### config.mk
export PLATFORM = sky130hd
export DESIGN_NAME = cbe_ctrl
export DESIGN_NICKNAME = d
export VERILOG_FILES = /design/src/sv/cbe_pkg.sv /design/src/sv/cbe_ctrl.sv
export SDC_FILE = /design/constraint.sdc
export NUM_CORES = 1
export LEC_CHECK = 0
export ABC_CLOCK_PERIOD_IN_PS = 1470
export BUFFER_PORTS_ARGS = -buffer_cell sky130_fd_sc_hd__buf_2
export CAP_MARGIN = 20
export CORE_MARGIN = 2
export CORE_UTILIZATION = 44
export CTS_BUF_LIST = sky130_fd_sc_hd__clkbuf_8
export DETAILED_ROUTE_END_ITERATION = 10
export PLACE_DENSITY = 0.78
export SLEW_MARGIN = 40
export SYNTH_ARGS = -nofsm -noshare
export SYNTH_HDL_FRONTEND = slang
export SYNTH_SLANG_ARGS = --single-unit
### constraint.sdc
create_clock -name clk -period 1.47 [get_ports clk]
set_input_delay 0.294 -clock clk [delete_from_list [all_inputs] [get_ports clk]]
set_output_delay 0.294 -clock clk [all_outputs]
set_load 0.1 [all_outputs]
### src/sv/cbe_pkg.sv
// Shared constants and controller/datapath interface types for the easing table.
`default_nettype none
package cbe_pkg;

	localparam int STEP_W      = 6;
	localparam int TABLE_STEPS = 1 << STEP_W;
	localparam int IDX_W       = STEP_W + 1;
	localparam int DIV_NW      = 44;
	localparam int DIV_DW      = 27;

	localparam logic [1:0] H_LOAD = 2'd0;
	localparam logic [1:0] H_B    = 2'd1;
	localparam logic [1:0] H_C    = 2'd2;
	localparam logic [1:0] H_END  = 2'd3;

	localparam logic [1:0] WS_ZERO = 2'd0;
	localparam logic [1:0] WS_ONE  = 2'd1;
	localparam logic [1:0] WS_WALK = 2'd2;

	localparam logic [1:0] IDX_HOLD = 2'd0;
	localparam logic [1:0] IDX_CLR  = 2'd1;
	localparam logic [1:0] IDX_ONE  = 2'd2;
	localparam logic [1:0] IDX_INC  = 2'd3;

	localparam logic [1:0] REG_X1 = 2'd0;
	localparam logic [1:0] REG_Y1 = 2'd1;
	localparam logic [1:0] REG_X2 = 2'd2;
	localparam logic [1:0] REG_Y2 = 2'd3;

	typedef struct packed {
		logic       take;
		logic       coef;
		logic       h_en;
		logic [1:0] h_op;
		logic       samp_we;
		logic       tt_we;
		logic [1:0] tt_wsel;
		logic [1:0] idx_op;
		logic       seg_clr;
		logic       seg_inc;
		logic       rd_sel;
		logic       cap_a;
		logic       cap_b;
		logic       shift;
		logic       mul_w;
		logic       div_start;
		logic       mul_e;
		logic       load_out;
		logic       out_built;
	} cmd_t;

	typedef struct packed {
		logic samp_last;
		logic walk_last;
		logic adv;
		logic dx_zero;
		logic div_done;
		logic out_busy;
	} sts_t;

endpackage
`default_nettype wire

### src/sv/cbe_ctrl.sv
// Controller state machine sequencing table builds and evaluations.
`default_nettype none
module cbe_ctrl (
	input  wire logic          clk,
	input  wire logic          arst_n,
	input  wire logic          in_valid,
	output logic               in_ready,
	input  wire logic          op,
	input  wire cbe_pkg::sts_t sts,
	output cbe_pkg::cmd_t      cmd
);
	localparam logic [4:0] S_IDLE  = 5'd0;
	localparam logic [4:0] S_COEF  = 5'd1;
	localparam logic [4:0] S_HA    = 5'd2;
	localparam logic [4:0] S_HB    = 5'd3;
	localparam logic [4:0] S_HC    = 5'd4;
	localparam logic [4:0] S_HD    = 5'd5;
	localparam logic [4:0] S_HW    = 5'd6;
	localparam logic [4:0] S_T0    = 5'd7;
	localparam logic [4:0] S_TN    = 5'd8;
	localparam logic [4:0] S_WA    = 5'd9;
	localparam logic [4:0] S_WB    = 5'd10;
	localparam logic [4:0] S_WC    = 5'd11;
	localparam logic [4:0] S_WCHK  = 5'd12;
	localparam logic [4:0] S_WNB   = 5'd13;
	localparam logic [4:0] S_WMUL  = 5'd14;
	localparam logic [4:0] S_WDIV0 = 5'd15;
	localparam logic [4:0] S_WDIV  = 5'd16;
	localparam logic [4:0] S_WWR   = 5'd17;
	localparam logic [4:0] S_BDONE = 5'd18;
	localparam logic [4:0] S_ERD   = 5'd19;
	localparam logic [4:0] S_EMUL  = 5'd20;
	localparam logic [4:0] S_EFIN  = 5'd21;

	logic [4:0] state_q, state_d;

	always_ff @(posedge clk or negedge arst_n) begin
		if (!arst_n)
			state_q <= S_IDLE;
		else
			state_q <= state_d;
	end

	assign in_ready = (state_q == S_IDLE);

	always_comb begin
		state_d = state_q;
		cmd     = '0;
		unique case (state_q)
			S_IDLE: begin
				if (in_valid) begin
					cmd.take = 1'b1;
					state_d  = op ? S_ERD : S_COEF;
				end
			end
			S_COEF: begin
				cmd.coef   = 1'b1;
				cmd.idx_op = cbe_pkg::IDX_CLR;
				state_d    = S_HA;
			end
			S_HA: begin
				cmd.h_en = 1'b1;
				cmd.h_op = cbe_pkg::H_LOAD;
				state_d  = S_HB;
			end
			S_HB: begin
				cmd.h_en = 1'b1;
				cmd.h_op = cbe_pkg::H_B;
				state_d  = S_HC;
			end
			S_HC: begin
				cmd.h_en = 1'b1;
				cmd.h_op = cbe_pkg::H_C;
				state_d  = S_HD;
			end
			S_HD: begin
				cmd.h_en = 1'b1;
				cmd.h_op = cbe_pkg::H_END;
				state_d  = S_HW;
			end
			S_HW: begin
				cmd.samp_we = 1'b1;
				if (sts.samp_last) begin
					state_d = S_T0;
				end else begin
					cmd.idx_op = cbe_pkg::IDX_INC;
					state_d    = S_HA;
				end
			end
			S_T0: begin
				cmd.tt_we   = 1'b1;
				cmd.tt_wsel = cbe_pkg::WS_ZERO;
				cmd.seg_clr = 1'b1;
				cmd.idx_op  = cbe_pkg::IDX_ONE;
				state_d     = S_TN;
			end
			S_TN: begin
				cmd.tt_we   = 1'b1;
				cmd.tt_wsel = cbe_pkg::WS_ONE;
				state_d     = S_WA;
			end
			S_WA: begin
				cmd.rd_sel = 1'b0;
				state_d    = S_WB;
			end
			S_WB: begin
				cmd.rd_sel = 1'b1;
				cmd.cap_a  = 1'b1;
				state_d    = S_WC;
			end
			S_WC: begin
				cmd.cap_b = 1'b1;
				state_d   = S_WCHK;
			end
			S_WCHK: begin
				if (sts.adv) begin
					cmd.seg_inc = 1'b1;
					cmd.shift   = 1'b1;
					state_d     = S_WNB;
				end else begin
					state_d = S_WMUL;
				end
			end
			S_WNB: begin
				cmd.rd_sel = 1'b1;
				state_d    = S_WC;
			end
			S_WMUL: begin
				cmd.mul_w = 1'b1;
				state_d   = sts.dx_zero ? S_WWR : S_WDIV0;
			end
			S_WDIV0: begin
				cmd.div_start = 1'b1;
				state_d       = S_WDIV;
			end
			S_WDIV: begin
				if (sts.div_done)
					state_d = S_WWR;
			end
			S_WWR: begin
				cmd.tt_we   = 1'b1;
				cmd.tt_wsel = cbe_pkg::WS_WALK;
				if (sts.walk_last) begin
					state_d = S_BDONE;
				end else begin
					cmd.idx_op = cbe_pkg::IDX_INC;
					state_d    = S_WCHK;
				end
			end
			S_BDONE: begin
				if (!sts.out_busy) begin
					cmd.load_out  = 1'b1;
					cmd.out_built = 1'b1;
					state_d       = S_IDLE;
				end
			end
			S_ERD: begin
				state_d = S_EMUL;
			end
			S_EMUL: begin
				cmd.mul_e = 1'b1;
				state_d   = S_EFIN;
			end
			S_EFIN: begin
				if (!sts.out_busy) begin
					cmd.load_out = 1'b1;
					state_d      = S_IDLE;
				end
			end
			default: begin
				state_d = S_IDLE;
			end
		endcase
	end
endmodule
`default_nettype wire

==> run summary, run 1 <==
Cell Area, Synth - 746 um2
Top post-synthesis cells by area - dfrtp_1 17%, nor2_1 8.1%, nor2b_1 7.6%
Area leader, netlist - dfrtp_1
Stop stage - detailed placement
Tool Error - [ERROR DPL-0038] Utilization greater than 100%, impossible to legalize
Yosys warns - 0
Main flop type after synthesis - dfrtp_1
Syn Nets - 116
Post-Synthesis Cells - 106
Ports - 33
Initial Util - 0.484
Proportion of netlist area held by the largest area contributor - 0.168
Outcome - stopped before the end
Distinct cell type count after synthesis - 43
#FFs+latches synth - 5
FFs w/ async S/R, synth - 1.00
Post-Syn Area per Cell - 7.04 um2
PortBufs - 32
Die Height - 45.2 um
Horiz. Die Dim - 45.2 um
GPL Wtd Cong - 1.02
Post-synth EDFFs - 0
Sequential fraction of the synthesis area - 0.168
# rows - 14
Most numerous cell in the Yosys netlist - nor2_1
Post-synth top cells - 16 x nor2_1, 9 x nor2b_1, 7 x nand2_1
per-stage QoR:
| step | instances | area [um2] |
|---|---|---|
| after floorplan | 106 | 1080 |
| after global placement | 185 | 1800 |
cell families after synthesis:
group,share of synthesized area
AO/OA/AOI/OAI,0.299
buffers and inverters,0.0772
flip-flops,0.168
multiplexers,0.0268
AND/OR/NAND/NOR,0.430
==> run 2, diff against run 1 <==
- ABC_CLOCK_PERIOD_IN_PS: 1470 -> 1900
- CORE_AREA: not set -> 2 2 63 65
- CORE_MARGIN: 2 -> not set
- CORE_UTILIZATION: 44 -> not set
- CTS_BUF_LIST: sky130_fd_sc_hd__clkbuf_8 -> not set
- DIE_AREA: not set -> 0 0 65 67
- PLACE_DENSITY: 0.78 -> not set
- PLACE_DENSITY_LB_ADDON: not set -> 0.15
- clock period: 1.47 -> 1.9 ns (I/O delays scaled with it)
==> run 2 against run 1 <==
The flow now finishes, with violations (negative setup slack). Area after synthesis did not move. Synthesized cell count did not move.
==> run summary, run 2 <==
Outcome - complete, but fails checks
Failing checks - negative setup slack
R2R setup slack - 0 ps
Ports - 33
Clock buffer depth - 2
FFs w/ async S/R, synth - 1.00
Initial Util - 0.207
Critical path, cell by cell - or2_4, buf_6, nor3_4, buf_12
GPL Wtd Cong - 0.885
Via count - 1,032
MaxCap Viol Count - 0
Data required, critical path - 1520 ps
CP max FO - 8
Number of fillers in the final layout - 327
Most frequent cells in the layout - 31 x buf_4, 24 x buf_12, 9 x nor2_4, 9 x buf_2
Crit path DAT - 1550 ps
Type of the worst min-delay path - input pin to async pin
Core Area - 3610 um2
CTS H-tree depth - 1
Worst slew margin relative to its limit - 0.771
RSZ-0062 raised after global routing - true
Crit share post-route - 1.01
ANT cells - 0
Distinct cell type count after synthesis - 43
Area leader, netlist - dfrtp_1
Proportion of netlist area held by the largest area contributor - 0.168
Clock slew at reported path FFs - 40 ps
Crit Path Class - register to output port
Worst setup SP type - register
CP endpoint kind - output port
Clk_lat worst skew - 220 ps
Slowest cell delay on critical path - 440 ps
Worst slew pin tran - 339 ps
Post-Route WL - 2.92 mm
Sequential fraction of the synthesis area - 0.168
Syn Nets - 116
CTS tree - built
PnR worst setup slack - -28.1 ps
Post-synth top cells - 16 x nor2_1, 9 x nor2b_1, 7 x nand2_1
Seq. cell area - 129 um2
# rows - 22
Final min period - 1930 ps
Post-Syn Area per Cell - 7.04 um2
Fmax - 519 MHz
Main flop type after synthesis - dfrtp_1
Slowest library cell on the worst path - dfrtp_2
Fin Clk Skew - 2.78 ps
Hold Vio Cnt, Final - 0
Multi-input logic area - 846 um2
HPWL after detailed placement - 2.18 mm
Post-synth EDFFs - 0
Final setup fails - 6
Area Overhead vs Synth - 153%
Total GRT Usage - 0.144
PortBufs - 32
Max reg flops - 5
Most numerous cell in the Yosys netlist - nor2_1
Antenna violations before repair - 0
Post-Synthesis Cells - 106
Horiz. Die Dim - 65 um
Yosys warns - 0
DR WL/cell - 13.6 um
Largest net degree at the start of global routing - 13
DR iter-0 viols - 12
CTS sink cnt - 5
Antenna Violating Nets Remaining - 0
Root Driver - clkbuf_8
Crit path max-delay family - simple AND/OR/NAND/NOR gates
Top post-synthesis cells by area - dfrtp_1 17%, nor2_1 8.1%, nor2b_1 7.6%
Biggest regs - state_q (5)
Drt pass-1 iters - 4
Vias per cell - 4.80
Die Height - 67 um
Most common cell after layout, fill and taps aside - buf_4
Total Die Area - 4360 um2
Total negative setup slack - -93.8 ps
NumNets Final - 178
DRC viols - 0
Max Slew Vio Count - 0
Share of layout cells above drive strength 1 - 0.695
Num CTS Buffers - 3
Global-route wire length before repair - 4.91 mm
Cell Area, Synth - 746 um2
Biggest register - state_q
Crit path buffers/inverters - 2
Remaining Overflow, GRT - 0
#FFs+latches synth - 5
Vias in the first global route - 1,056
==> run 2: cell counts after synthesis <==
Identical to the previous run, type by type.
==> run 2: metrics by stage <==
| step | instances | hold WS [ps] | utilization | cell area [um2] | setup WS [ps] |
|---|---|---|---|---|---|
| floorplan | 106 | 84.4 | - | 1040 | -549 |
| CTS | 212 | 495 | 0.507 | 1830 | -31.6 |
| detailed placement | 193 | 198 | 0.455 | 1640 | 103 |
| global placement | 193 | 197 | 0.455 | 1640 | 100 |
| finish | 215 | 516 | 0.523 | 1890 | -28.1 |
| global route | 215 | 520 | 0.523 | 1890 | -82.8 |
==> run 2: cells by family after synthesis <==
logic type,after synthesis,synth area share
flip-flops,5,0.168
multiplexers,2,0.0268
AND/OR/NAND/NOR,58,0.430
buffers and inverters,13,0.0772
AO/OA/AOI/OAI,28,0.299
==> run 2: cell type report <==
| class | instances | share of cell area |
|---|---|---|
| multi-input cells | 88 | 0.449 |
| repair buffers | 67 | 0.419 |
| flip-flops and latches | 5 | 0.0683 |
| well taps | 48 | 0.0319 |
| clock buffers | 4 | 0.0239 |
| inverters | 3 | 0.00796 |
==> run 2: path summary, 6_finish.rpt <==
kind / cells after the start / to / from
max reg2reg: 7 / state_q[1] / state_q[4]
min: 2 / state_q[3] / arst_n
max: 4 / cmd[16] / state_q[3]
max in group asynchronous: 2 / state_q[0] / arst_n
min in group clk: 4 / state_q[4] / sts[1]
min reg2reg: 4 / state_q[4] / state_q[2]
==> run 2: worst reg2reg max path, delay by kind of cell (launching register included) <==
family | cells | cell delay (ps)
simple gates | 2 | 640
compound gates | 2 | 310
buf+inv | 3 | 400
flops | 1 | 450
==> run 2: metal layers <==
layer | GRT usage | wire length (um) | vias up
li1 | - | - | 508
met1 | 0.168 | 1190 | 492
met2 | 0.267 | 1560 | 28
met3 | 0.0169 | 139 | 4
met4 | 0.0559 | 35 | 0
met5 | 0 | 0 | -
==> run 2: timing repair <==
action                                 CTS  global route
hold buffers                             1             0
setup endpoints to repair               15            16
buffers inserted                        15             3
endpoints found under the hold margin    5             0
pin swaps                                9             8
gates resized for setup                 10             8
Power of run 2 is left out: the tool's default activity adds up to more than one toggle a clock period on the data nets, which glitch-free logic cannot reach.
